## config.mk

```make
export PLATFORM = sky130hd
export DESIGN_NAME = polygon_scanline_span_fill
export DESIGN_NICKNAME = d
export VERILOG_FILES = /design/src/rtl/psf_pkg.sv /design/src/rtl/psf_front.sv /design/src/rtl/psf_back.sv /design/src/rtl/polygon_scanline_span_fill.sv
export VERILOG_INCLUDE_DIRS = /design/src /design/src/rtl
export SDC_FILE = /design/constraint.sdc
export NUM_CORES = 2
export LEC_CHECK = 0
export BUFFER_PORTS_ARGS = -buffer_cell sky130_fd_sc_hd__clkbuf_2
export CELL_PAD_IN_SITES_DETAIL_PLACEMENT = 0
export CELL_PAD_IN_SITES_GLOBAL_PLACEMENT = 1
export CORE_ASPECT_RATIO = 0.75
export CORE_MARGIN = 5
export CORE_UTILIZATION = 40
export DETAILED_ROUTE_END_ITERATION = 8
export GPL_TIMING_DRIVEN = 0
export PLACE_DENSITY_LB_ADDON = 0.12
export SYNTH_ARGS = -nofsm -noshare
export SYNTH_HDL_FRONTEND = slang
export SYNTH_SLANG_ARGS = --single-unit
```

## constraint.sdc

```tcl
create_clock -name i_clk -period 20.3 [get_ports i_clk]
set_clock_uncertainty 0.1 [all_clocks]
set_input_delay 0 -clock i_clk [delete_from_list [all_inputs] [get_ports i_clk]]
set_output_delay 0 -clock i_clk [all_outputs]
set_load 0.05 [all_outputs]
```

## src/rtl/assert_macros.svh

```systemverilog
// assertion helpers shared by the rtl
`ifndef ASSERT_MACROS_SVH
`define ASSERT_MACROS_SVH

// same-cycle implication, checked outside reset
`define ASSERT_IMP(label, clk, rst_n, a, b, msg) \
    label: assert property (@(posedge clk) disable iff (!rst_n) (a) |-> (b)) \
        else $error(msg);

// next-cycle implication, checked outside reset
`define ASSERT_NXT(label, clk, rst_n, a, b, msg) \
    label: assert property (@(posedge clk) disable iff (!rst_n) (a) |=> (b)) \
        else $error(msg);

`endif

```

## src/rtl/psf_pkg.sv

```systemverilog
package psf_pkg;

    localparam int MAX_CORNERS = 32;
    localparam int COORD_BITS  = 16;
    localparam int IDX_W       = $clog2(MAX_CORNERS);
    localparam int CNT_W       = IDX_W + 1;
    localparam int QUEUE_DEPTH = 4;
    localparam int QPTR_W      = $clog2(QUEUE_DEPTH);

    localparam logic [1:0] OP_CLEAR  = 2'd0;
    localparam logic [1:0] OP_APPEND = 2'd1;
    localparam logic [1:0] OP_ROW    = 2'd2;
    localparam logic [1:0] OP_NONE   = 2'd3;

    localparam logic [1:0] CFG_CLIP_LEFT  = 2'd0;
    localparam logic [1:0] CFG_CLIP_RIGHT = 2'd1;
    localparam logic [1:0] CFG_FILL_COLOR = 2'd2;

    typedef struct packed {
        logic [1:0]                    op;
        logic signed [COORD_BITS-1:0]  x;
        logic signed [COORD_BITS-1:0]  y;
    } t_cmd;

    typedef struct packed {
        logic signed [15:0] clip_left;
        logic signed [15:0] clip_right;
        logic [31:0]        fill_color;
    } t_cfg;

    typedef struct packed {
        logic signed [COORD_BITS-1:0] span_start;
        logic signed [COORD_BITS-1:0] span_end;
        logic signed [COORD_BITS-1:0] row_y;
        logic [31:0]                  color;
        logic                         has_span;
        logic                         last;
        logic                         overflow;
    } t_result;

endpackage

```

## src/rtl/psf_front.sv

```systemverilog
module psf_front (
    input  logic           i_clk,
    input  logic           i_rst_n,
    input  logic           i_valid,
    output logic           o_stall,
    input  logic [1:0]     i_op,
    input  logic signed [psf_pkg::COORD_BITS-1:0] i_x,
    input  logic signed [psf_pkg::COORD_BITS-1:0] i_y,
    output logic           o_cmd_valid,
    output psf_pkg::t_cmd  o_cmd,
    input  logic           i_cmd_pop
);
    import psf_pkg::*;

    t_cmd              r_q [QUEUE_DEPTH];
    logic [QPTR_W-1:0] r_wp, r_rp;
    logic [QPTR_W:0]   r_fill;
    logic              push, pop;

    // unused op code is taken and dropped here
    assign o_stall     = (r_fill == (QPTR_W+1)'(QUEUE_DEPTH));
    assign push        = i_valid && !o_stall && (i_op != OP_NONE);
    assign pop         = i_cmd_pop && o_cmd_valid;
    assign o_cmd_valid = (r_fill != '0);
    assign o_cmd       = r_q[r_rp];

    always_ff @(posedge i_clk) begin
        if (push) begin
            r_q[r_wp] <= '{op: i_op, x: i_x, y: i_y};
        end
    end

    always_ff @(posedge i_clk) begin
        if (!i_rst_n) begin
            r_wp   <= '0;
            r_rp   <= '0;
            r_fill <= '0;
        end else begin
            if (push) r_wp <= r_wp + 1'b1;
            if (pop)  r_rp <= r_rp + 1'b1;
            if (push && !pop)      r_fill <= r_fill + 1'b1;
            else if (pop && !push) r_fill <= r_fill - 1'b1;
        end
    end

endmodule

```

## src/rtl/psf_back.sv

```systemverilog
module psf_back (
    input  logic             i_clk,
    input  logic             i_rst_n,
    input  logic             i_cmd_valid,
    input  psf_pkg::t_cmd    i_cmd,
    output logic             o_cmd_pop,
    input  psf_pkg::t_cfg    i_cfg,
    output logic             o_valid,
    input  logic             i_stall,
    output psf_pkg::t_result o_res
);
    import psf_pkg::*;

    localparam logic [3:0] S_IDLE = 4'd0,  S_PREV = 4'd1,  S_EDGE = 4'd2,  S_MUL = 4'd3,
                           S_SUM  = 4'd4,  S_DIV  = 4'd5,  S_INSR = 4'd6,  S_INSC = 4'd7,
                           S_NEXT = 4'd8,  S_PAIR = 4'd9,  S_PA   = 4'd10, S_PB   = 4'd11,
                           S_FIN  = 4'd12;
    localparam int DIV_STEPS = 35;

    logic [3:0]        r_state, n_state;
    logic [CNT_W-1:0]  r_total, n_total;
    logic              r_ovf, n_ovf;
    logic [IDX_W-1:0]  r_i, n_i;
    logic [CNT_W-1:0]  r_cnt, n_cnt, r_j, n_j, r_pi, n_pi;
    logic [5:0]        r_dcnt, n_dcnt;

    logic signed [15:0] r_px, n_px, r_py, n_py, r_cx, n_cx, r_cy, n_cy, r_y, n_y;
    logic signed [15:0] r_xi, n_xi, r_val, n_val, r_a, n_a;
    logic signed [16:0] r_dy, n_dy, r_dx, n_dx;
    logic [15:0]        r_d, n_d;
    logic               r_dneg, n_dneg, r_qneg, n_qneg;
    logic signed [33:0] r_prod, n_prod;
    logic signed [32:0] r_xd, n_xd;
    logic [16:0]        r_rem, n_rem;
    logic [34:0]        r_quo, n_quo;
    logic               r_pv, n_pv;
    logic signed [15:0] r_ps, n_ps, r_pe, n_pe;

    logic               r_ov, n_ov;
    t_result            r_res, n_res;

    // memories
    logic signed [15:0] r_vx [MAX_CORNERS];
    logic signed [15:0] r_vy [MAX_CORNERS];
    logic signed [15:0] r_cm [MAX_CORNERS];
    logic signed [15:0] r_rdx, r_rdy, r_crd;
    logic [IDX_W-1:0]   vaddr, caddr, cwaddr;
    logic               vwe, cwe;
    logic signed [15:0] cwdata;

    logic               out_free, edge_hit;
    logic signed [16:0] d17;
    logic signed [35:0] tot, n_eff;
    logic [35:0]        tabs;
    logic [17:0]        shl, dv;
    logic [15:0]        q16;
    logic signed [15:0] ac, bc;
    logic [CNT_W:0]     pi1;

    assign out_free = !r_ov || !i_stall;
    assign o_valid  = r_ov;
    assign o_res    = r_res;

    always_ff @(posedge i_clk) begin
        if (vwe) begin
            r_vx[r_total[IDX_W-1:0]] <= i_cmd.x;
            r_vy[r_total[IDX_W-1:0]] <= i_cmd.y;
        end
        r_rdx <= r_vx[vaddr];
        r_rdy <= r_vy[vaddr];
    end

    always_ff @(posedge i_clk) begin
        if (cwe) r_cm[cwaddr] <= cwdata;
        r_crd <= r_cm[caddr];
    end

    always_comb begin
        n_state = r_state; n_total = r_total; n_ovf = r_ovf; n_i = r_i;
        n_cnt = r_cnt; n_j = r_j; n_pi = r_pi; n_dcnt = r_dcnt;
        n_px = r_px; n_py = r_py; n_cx = r_cx; n_cy = r_cy; n_y = r_y;
        n_xi = r_xi; n_val = r_val; n_a = r_a; n_dy = r_dy; n_dx = r_dx;
        n_d = r_d; n_dneg = r_dneg; n_qneg = r_qneg; n_prod = r_prod; n_xd = r_xd;
        n_rem = r_rem; n_quo = r_quo; n_pv = r_pv; n_ps = r_ps; n_pe = r_pe;
        n_ov = r_ov; n_res = r_res;
        o_cmd_pop = 1'b0; vwe = 1'b0; cwe = 1'b0;
        vaddr = r_i; caddr = r_pi[IDX_W-1:0];
        cwaddr = r_j[IDX_W-1:0]; cwdata = r_val;

        if (r_ov && !i_stall) n_ov = 1'b0;

        edge_hit = ((r_rdy < r_y) && (r_py >= r_y)) || ((r_py < r_y) && (r_rdy >= r_y));
        d17   = 17'(r_py) - 17'(r_rdy);
        n_eff = r_dneg ? -36'(r_prod) : 36'(r_prod);
        tot   = (36'(r_xd) <<< 1) + (n_eff <<< 1) + 36'($signed({1'b0, r_d}));
        tabs  = tot[35] ? 36'(-tot) : 36'(tot);
        shl   = {r_rem, r_quo[34]};
        dv    = {1'b0, r_d, 1'b0};
        q16   = r_quo[15:0];
        pi1   = (CNT_W+1)'(r_pi) + 1'b1;
        ac    = (r_a < i_cfg.clip_left) ? i_cfg.clip_left : r_a;
        bc    = (r_crd > i_cfg.clip_right) ? i_cfg.clip_right : r_crd;

        case (r_state)
            S_IDLE: begin
                if (i_cmd_valid) begin
                    o_cmd_pop = 1'b1;
                    case (i_cmd.op)
                        OP_CLEAR: begin
                            n_total = '0;
                            n_ovf   = 1'b0;
                        end
                        OP_APPEND: begin
                            if (r_total < CNT_W'(MAX_CORNERS)) begin
                                vwe     = 1'b1;
                                n_total = r_total + 1'b1;
                            end else begin
                                n_ovf = 1'b1;
                            end
                        end
                        OP_ROW: begin
                            n_y   = i_cmd.y;
                            n_cnt = '0;
                            n_pi  = '0;
                            n_pv  = 1'b0;
                            n_i   = '0;
                            vaddr = IDX_W'(r_total - 1'b1);
                            n_state = (r_total == '0) ? S_FIN : S_PREV;
                        end
                        default: ;
                    endcase
                end
            end
            S_PREV: begin
                n_px = r_rdx; n_py = r_rdy;
                vaddr = '0;
                n_state = S_EDGE;
            end
            S_EDGE: begin
                if (edge_hit && (r_cnt < CNT_W'(MAX_CORNERS))) begin
                    n_cx = r_rdx; n_cy = r_rdy;
                    n_xi = r_rdx;
                    n_dneg = d17[16];
                    n_d  = d17[16] ? 16'(-d17) : 16'(d17);
                    n_dy = 17'(r_y) - 17'(r_rdy);
                    n_dx = 17'(r_px) - 17'(r_rdx);
                    n_state = S_MUL;
                end else begin
                    n_px = r_rdx; n_py = r_rdy;
                    if (CNT_W'(r_i) == r_total - 1'b1) begin
                        n_state = S_PAIR;
                    end else begin
                        n_i   = r_i + 1'b1;
                        vaddr = r_i + 1'b1;
                    end
                end
            end
            S_MUL: begin
                n_prod  = r_dy * r_dx;
                n_xd    = r_xi * $signed({1'b0, r_d});
                n_state = S_SUM;
            end
            S_SUM: begin
                n_qneg  = tot[35];
                n_quo   = tabs[34:0];
                n_rem   = '0;
                n_dcnt  = 6'(DIV_STEPS);
                n_state = S_DIV;
            end
            S_DIV: begin
                if (r_dcnt != '0) begin
                    if (shl >= dv) begin
                        n_rem = 17'(shl - dv);
                        n_quo = {r_quo[33:0], 1'b1};
                    end else begin
                        n_rem = shl[16:0];
                        n_quo = {r_quo[33:0], 1'b0};
                    end
                    n_dcnt = r_dcnt - 1'b1;
                end else begin
                    n_val   = r_qneg ? $signed(-q16) : $signed(q16);
                    n_j     = r_cnt;
                    n_state = S_INSR;
                end
            end
            S_INSR: begin
                if (r_j == '0) begin
                    cwe     = 1'b1;
                    n_cnt   = r_cnt + 1'b1;
                    n_state = S_NEXT;
                end else begin
                    caddr   = IDX_W'(r_j - 1'b1);
                    n_state = S_INSC;
                end
            end
            S_INSC: begin
                cwe = 1'b1;
                if (r_crd > r_val) begin
                    cwdata  = r_crd;
                    n_j     = r_j - 1'b1;
                    n_state = S_INSR;
                end else begin
                    n_cnt   = r_cnt + 1'b1;
                    n_state = S_NEXT;
                end
            end
            S_NEXT: begin
                n_px = r_cx; n_py = r_cy;
                if (CNT_W'(r_i) == r_total - 1'b1) begin
                    n_state = S_PAIR;
                end else begin
                    n_i     = r_i + 1'b1;
                    vaddr   = r_i + 1'b1;
                    n_state = S_EDGE;
                end
            end
            S_PAIR: begin
                if (pi1 < (CNT_W+1)'(r_cnt)) begin
                    caddr   = r_pi[IDX_W-1:0];
                    n_state = S_PA;
                end else begin
                    n_state = S_FIN;
                end
            end
            S_PA: begin
                n_a     = r_crd;
                caddr   = pi1[IDX_W-1:0];
                n_state = S_PB;
            end
            S_PB: begin
                caddr = pi1[IDX_W-1:0];
                if (r_a >= i_cfg.clip_right) begin
                    n_state = S_FIN;
                end else if (r_crd > i_cfg.clip_left) begin
                    if (!r_pv || out_free) begin
                        if (r_pv) begin
                            n_ov  = 1'b1;
                            n_res = '{span_start: r_ps, span_end: r_pe, row_y: r_y,
                                      color: i_cfg.fill_color, has_span: 1'b1,
                                      last: 1'b0, overflow: r_ovf};
                        end
                        n_pv = 1'b1;
                        n_ps = (ac > bc) ? bc : ac;
                        n_pe = (ac > bc) ? ac : bc;
                        n_pi = r_pi + 2'd2;
                        n_state = S_PAIR;
                    end
                end else begin
                    n_pi    = r_pi + 2'd2;
                    n_state = S_PAIR;
                end
            end
            S_FIN: begin
                if (out_free) begin
                    n_ov  = 1'b1;
                    n_res = '{span_start: r_pv ? r_ps : 16'sd0,
                              span_end: r_pv ? r_pe : 16'sd0, row_y: r_y,
                              color: i_cfg.fill_color, has_span: r_pv,
                              last: 1'b1, overflow: r_ovf};
                    n_pv    = 1'b0;
                    n_state = S_IDLE;
                end
            end
            default: n_state = S_IDLE;
        endcase
    end

    always_ff @(posedge i_clk) begin
        if (!i_rst_n) begin
            r_state <= S_IDLE;
            r_total <= '0;
            r_ovf   <= 1'b0;
            r_pv    <= 1'b0;
            r_ov    <= 1'b0;
        end else begin
            r_state <= n_state;
            r_total <= n_total;
            r_ovf   <= n_ovf;
            r_pv    <= n_pv;
            r_ov    <= n_ov;
        end
    end

    always_ff @(posedge i_clk) begin
        r_i <= n_i; r_cnt <= n_cnt; r_j <= n_j; r_pi <= n_pi; r_dcnt <= n_dcnt;
        r_px <= n_px; r_py <= n_py; r_cx <= n_cx; r_cy <= n_cy; r_y <= n_y;
        r_xi <= n_xi; r_val <= n_val; r_a <= n_a; r_dy <= n_dy; r_dx <= n_dx;
        r_d <= n_d; r_dneg <= n_dneg; r_qneg <= n_qneg; r_prod <= n_prod;
        r_xd <= n_xd; r_rem <= n_rem; r_quo <= n_quo; r_ps <= n_ps; r_pe <= n_pe;
        r_res <= n_res;
    end

endmodule

```

## src/rtl/polygon_scanline_span_fill.sv

```systemverilog
// channel   direction  handshake                  payload
// input     in         i_in_valid / o_in_stall    i_op, i_x_coord, i_y_coord
// result    out        o_out_valid / i_out_stall  o_span_start .. o_overflow
// config    in         i_cfg_valid / o_cfg_ready  i_cfg_index, i_cfg_data
//
// clear and append pass through the queue to the engine, which does each in its
// idle state; a row request walks the n corners, runs the 35-step serial divider
// for each of the c crossings, places each crossing by insertion sort and then
// pairs the sorted crossings into spans, the divider setting the pace
// a four-word queue lets the host keep issuing while a row is being worked
// reset is synchronous, active low; it empties the queue, the polygon and the flag
// a stalled result sits in the output register while the engine runs on until its next result is ready
`include "assert_macros.svh"

module polygon_scanline_span_fill (
    input  logic        i_clk,
    input  logic        i_rst_n,
    // input words
    input  logic        i_in_valid,
    output logic        o_in_stall,
    input  logic [1:0]  i_op,
    input  logic signed [psf_pkg::COORD_BITS-1:0] i_x_coord,
    input  logic signed [psf_pkg::COORD_BITS-1:0] i_y_coord,
    // result words
    output logic        o_out_valid,
    input  logic        i_out_stall,
    output logic signed [psf_pkg::COORD_BITS-1:0] o_span_start,
    output logic signed [psf_pkg::COORD_BITS-1:0] o_span_end,
    output logic signed [psf_pkg::COORD_BITS-1:0] o_row_y,
    output logic [31:0] o_color,
    output logic        o_has_span,
    output logic        o_last,
    output logic        o_overflow,
    // configuration writes
    input  logic        i_cfg_valid,
    output logic        o_cfg_ready,
    input  logic [1:0]  i_cfg_index,
    input  logic [31:0] i_cfg_data
);
    import psf_pkg::*;

    t_cfg    r_cfg;
    t_cmd    cmd;
    t_result res;
    logic    cmd_valid, cmd_pop;

    // config registers are always writable; the host must write them only while idle, the block does not enforce it
    assign o_cfg_ready = 1'b1;

    always_ff @(posedge i_clk) begin
        if (!i_rst_n) begin
            r_cfg <= '0;
        end else if (i_cfg_valid && o_cfg_ready) begin
            case (i_cfg_index)
                CFG_CLIP_LEFT:  r_cfg.clip_left  <= i_cfg_data[15:0];
                CFG_CLIP_RIGHT: r_cfg.clip_right <= i_cfg_data[15:0];
                CFG_FILL_COLOR: r_cfg.fill_color <= i_cfg_data;
                default: ;
            endcase
        end
    end

    // front: takes words, drops the unused op, queues the rest
    psf_front u_front (
        .i_clk      (i_clk),
        .i_rst_n    (i_rst_n),
        .i_valid    (i_in_valid),
        .o_stall    (o_in_stall),
        .i_op       (i_op),
        .i_x        (i_x_coord),
        .i_y        (i_y_coord),
        .o_cmd_valid(cmd_valid),
        .o_cmd      (cmd),
        .i_cmd_pop  (cmd_pop)
    );

    // back: vertex store, edge walk, divider, sort and span pairing
    psf_back u_back (
        .i_clk      (i_clk),
        .i_rst_n    (i_rst_n),
        .i_cmd_valid(cmd_valid),
        .i_cmd      (cmd),
        .o_cmd_pop  (cmd_pop),
        .i_cfg      (r_cfg),
        .o_valid    (o_out_valid),
        .i_stall    (i_out_stall),
        .o_res      (res)
    );

    assign o_span_start = res.span_start;
    assign o_span_end   = res.span_end;
    assign o_row_y      = res.row_y;
    assign o_color      = res.color;
    assign o_has_span   = res.has_span;
    assign o_last       = res.last;
    assign o_overflow   = res.overflow;

    // an empty-row marker always closes its row
    `ASSERT_IMP(a_marker_last, i_clk, i_rst_n, o_out_valid && !o_has_span, o_last, "marker not last")
    // spans never come out reversed
    `ASSERT_IMP(a_span_order, i_clk, i_rst_n, o_out_valid && o_has_span, o_span_start <= o_span_end, "span reversed")
    // marker carries zero span ends
    `ASSERT_IMP(a_marker_zero, i_clk, i_rst_n, o_out_valid && !o_has_span, (o_span_start == 16'sd0) && (o_span_end == 16'sd0), "marker ends not zero")
    // a taken word that was not last is followed by more of the same row
    `ASSERT_NXT(a_row_cont, i_clk, i_rst_n, o_out_valid && !i_out_stall && !o_last, !o_out_valid || (o_row_y == $past(o_row_y)), "row changed mid-row")

endmodule
```

==> metrics.txt <==
status finished with violations; violated checks max-capacitance violations; Req. time, crit path 20.77 ns; cts hold-fix bufs 187; Peak Freq ~120 MHz; Slew headroom 0.0112; initial DRC count between 7000 and 8000; distinct cell type count after synthesis between 80 and 90; Syn Nets 10300; Yosys reg bits about 2200; Synth area leader edfxtp_1; Critical Path Slowest Stage Cell edfxtp_1; Post-synth EDFFs 2098; Post-Route WL 358000 um; H-Tree Depth 4; Max FO, Critical Path 10; Worst Tran Pin Value roughly 1.5 ns; CTS clk-pin slew, worst paths about 0.070 ns; unrepaired setup endpoints after global routing false; most frequent cells in the layout edfxtp_1, nand2_1, inv_1, fa_1, ha_1; I/O Buffers approximately 160; Largest stage delay, worst path around 0.86 ns; placer congestion estimate 0.893; Die Ht between 400 and 500 um; R2R cell count 23; CP most frequent cell fa_1; Area Overhead vs Synth 15.0%; register area share after synthesis 0.573; final setup violation count 0; cell count of the worst hold path 4; CTS root buf clkbuf_16; Final period util 0.408; Synth warnings 0; ys async rst share 0; TNS Setup 0 ns; detailed placement HPWL between 200000 and 300000 um; drt drc 0; final-stage net count around 11000; Overflow after GRT 0; largest net degree at the start of global routing 57; Critical Path AT 8.74 ns; CTS tree yes; post-DR vias/cell between 5 and 6; mapped cell area 115000 sq um; share of cells above drive strength 1 0.101; Main synth FF type edfxtp_1; Boundary Pins around 160; leading cell type in the layout, fill and taps excluded edfxtp_1; largest cells by area after synthesis edfxtp_1, fa_1, nand2_1, ha_1, mux4_2; Avg Cell Area, Syn 12.4 sq um; initial antenna violation count 37; Final min period between 8 and 9 ns; Slew Limit Fails 0; die width roughly 630 um; Final Hold Fails 0; Hold Path Class in2reg; total CTS buffers ~230; CP Class reg2reg; antenna-violating nets left 0; # Max-Cap Violations 1; Die Footprint slightly below 300000 sq um; Max clock buf depth 4; GRT Util Overall 0.238; routed vias 75300; cell count after synthesis about 9200; number of global-route vias before repair between 70000 and 80000; num rows 170; Avg WL per Cell ~26 um; first-pass GRT wire length 520000 um; CP startpoint kind flop; Initial Util 0.401; crit-path cells clkbuf_1, and2_1, fa_1, fa_1, ha_1, fa_1, inv_1, fa_1, fa_1, inv_1, ha_1, o21a_1, o21ai_0, a21oi_1, a21oi_1, o21ai_0, o41a_1, a221o_1, a221o_1, nand4_1, nand2_1, a21oi_1, xnor2_1; number of gates resized after CTS 0; Synth top area share 0.550; postcts setup bufs 0; CORE AREA 286000 sq um; worst-skew pair later-pin latency between 0.9 and 1 ns; Pre-antenna DRT Iters 6; Worst setup EP type flop; Num Clock Sinks between 2000 and 2500
## registers in the layout, indices dropped and copies added, names as in the netlist, 17 cells and up, named ones only
name and cells:
r_cfg 64, u_back.o_res 83, u_back.r_cm 512, u_back.r_dx 17, u_back.r_dy 17, u_back.r_prod 34, u_back.r_quo 35, u_back.r_rem 17
u_back.r_vx 512, u_back.r_vy 512, u_back.r_xd 33, u_front.r_q 136
## per-layer routing
layer	vias to the layer above	share of wire	global-route usage
met5	-	0.00033	0
met4	20	0.019	0.0449
met3	402	0.089	0.0548
met2	2705	0.41	0.341
met1	38300	0.48	0.369
li1	33800	-	-
## critical path, delay by kind of cell, from the launching register on
family,cells,cell delay (ns)
AO/OA/AOI/OAI,9,2.46
flip-flops,1,0.86
AND/OR/NAND/NOR,3,0.43
adder cells (fa/ha/maj),7,2.93
buffers and inverters,3,0.88
XOR/XNOR,1,0.32
## path summary, 6_finish.rpt
path	startpoint	to	slack, ns
worst min-delay path	i_rst_n	u_back.r_state[3]$_SDFFE_PN0P_	0.12
worst min register to register	r_cfg[18]$_SDFFE_PN0P_	u_back.o_res[21]$_DFFE_PP_	0.32
worst max-delay path	u_back.r_d[1]$_DFFE_PP_	u_back.r_xd[31]$_DFFE_PP_	12.03
worst max register to register	u_back.r_d[1]$_DFFE_PP_	u_back.r_xd[31]$_DFFE_PP_	12.03
## Yosys cell counts, types with 20 or more instances
| cell | count |
|---|---|
| inv_1 | 807 |
| o21ai_0 | 194 |
| dfxtp_1 | 134 |
| mux4_2 | 162 |
| nor3_1 | 48 |
| and2_1 | 280 |
| a21o_1 | 80 |
| o211ai_1 | 30 |
| nand2_1 | 1666 |
| o21a_1 | 39 |
| buf_2 | 89 |
| o31ai_1 | 20 |
| edfxtp_1 | 2098 |
| ha_1 | 462 |
| nor4_1 | 43 |
| buf_1 | 43 |
| a21oi_1 | 436 |
| nand4_1 | 41 |
| nand3b_1 | 21 |
| o22ai_1 | 38 |
| nand3_1 | 443 |
| nor2b_1 | 67 |
| o21ai_1 | 23 |
| mux2i_1 | 106 |
| or4_1 | 43 |
| a31oi_1 | 81 |
| or3_1 | 27 |
| fa_1 | 511 |
| nand2b_1 | 35 |
| clkbuf_1 | 272 |
| nor2_1 | 302 |
| mux2_2 | 38 |
| and3_1 | 87 |
| xor2_1 | 88 |
| xnor2_1 | 166 |
## cell families (layout without fill, tap and decap cells)
logic type / after synthesis / after routing / share of synthesized area
buf+inv: 1227 / 2103 / 0.0415
fa+ha+maj: 973 / 973 / 0.140
mux: 306 / 306 / 0.0448
simple gates: 3145 / 3145 / 0.125
compound gates: 1083 / 1083 / 0.0568
other cells: 1 / 11 / 0.0000327
xor+xnor: 255 / 255 / 0.0196
flops: 2232 / 2232 / 0.573
## through the flow
step / setup WS [ns] / instances / hold WS, ns / util / cell area [sq um]
final: 12.03 / 13900 / 0.120 / 0.461 / 132000
after detailed placement: 12.07 / 13300 / 0.121 / 0.429 / 123000
after global routing: 11.69 / 13900 / 0.128 / 0.461 / 132000
after CTS: 12.03 / 13900 / 0.0405 / 0.461 / 132000
after floorplan: 11.02 / 9222 / -0.00113 / - / 115000
after global placement: 5.97 / 13200 / 0.113 / 0.421 / 120000
## area by class of cell
type                       count  area (sq um)
fill                       25700        154000
sequential                  2232         65700
multi-input combinational   5763         44700
clock buffer                 294          6170
tap                         3784          4730
timing repair buffer         450          4510
inverter                     811          3050
buffer                       416          1710
clock inverter               132          1230
antenna                       10          25.0
Power is left out: the tool's default activity adds up to more than one toggle a clock period on the data nets, which glitch-free logic cannot reach.
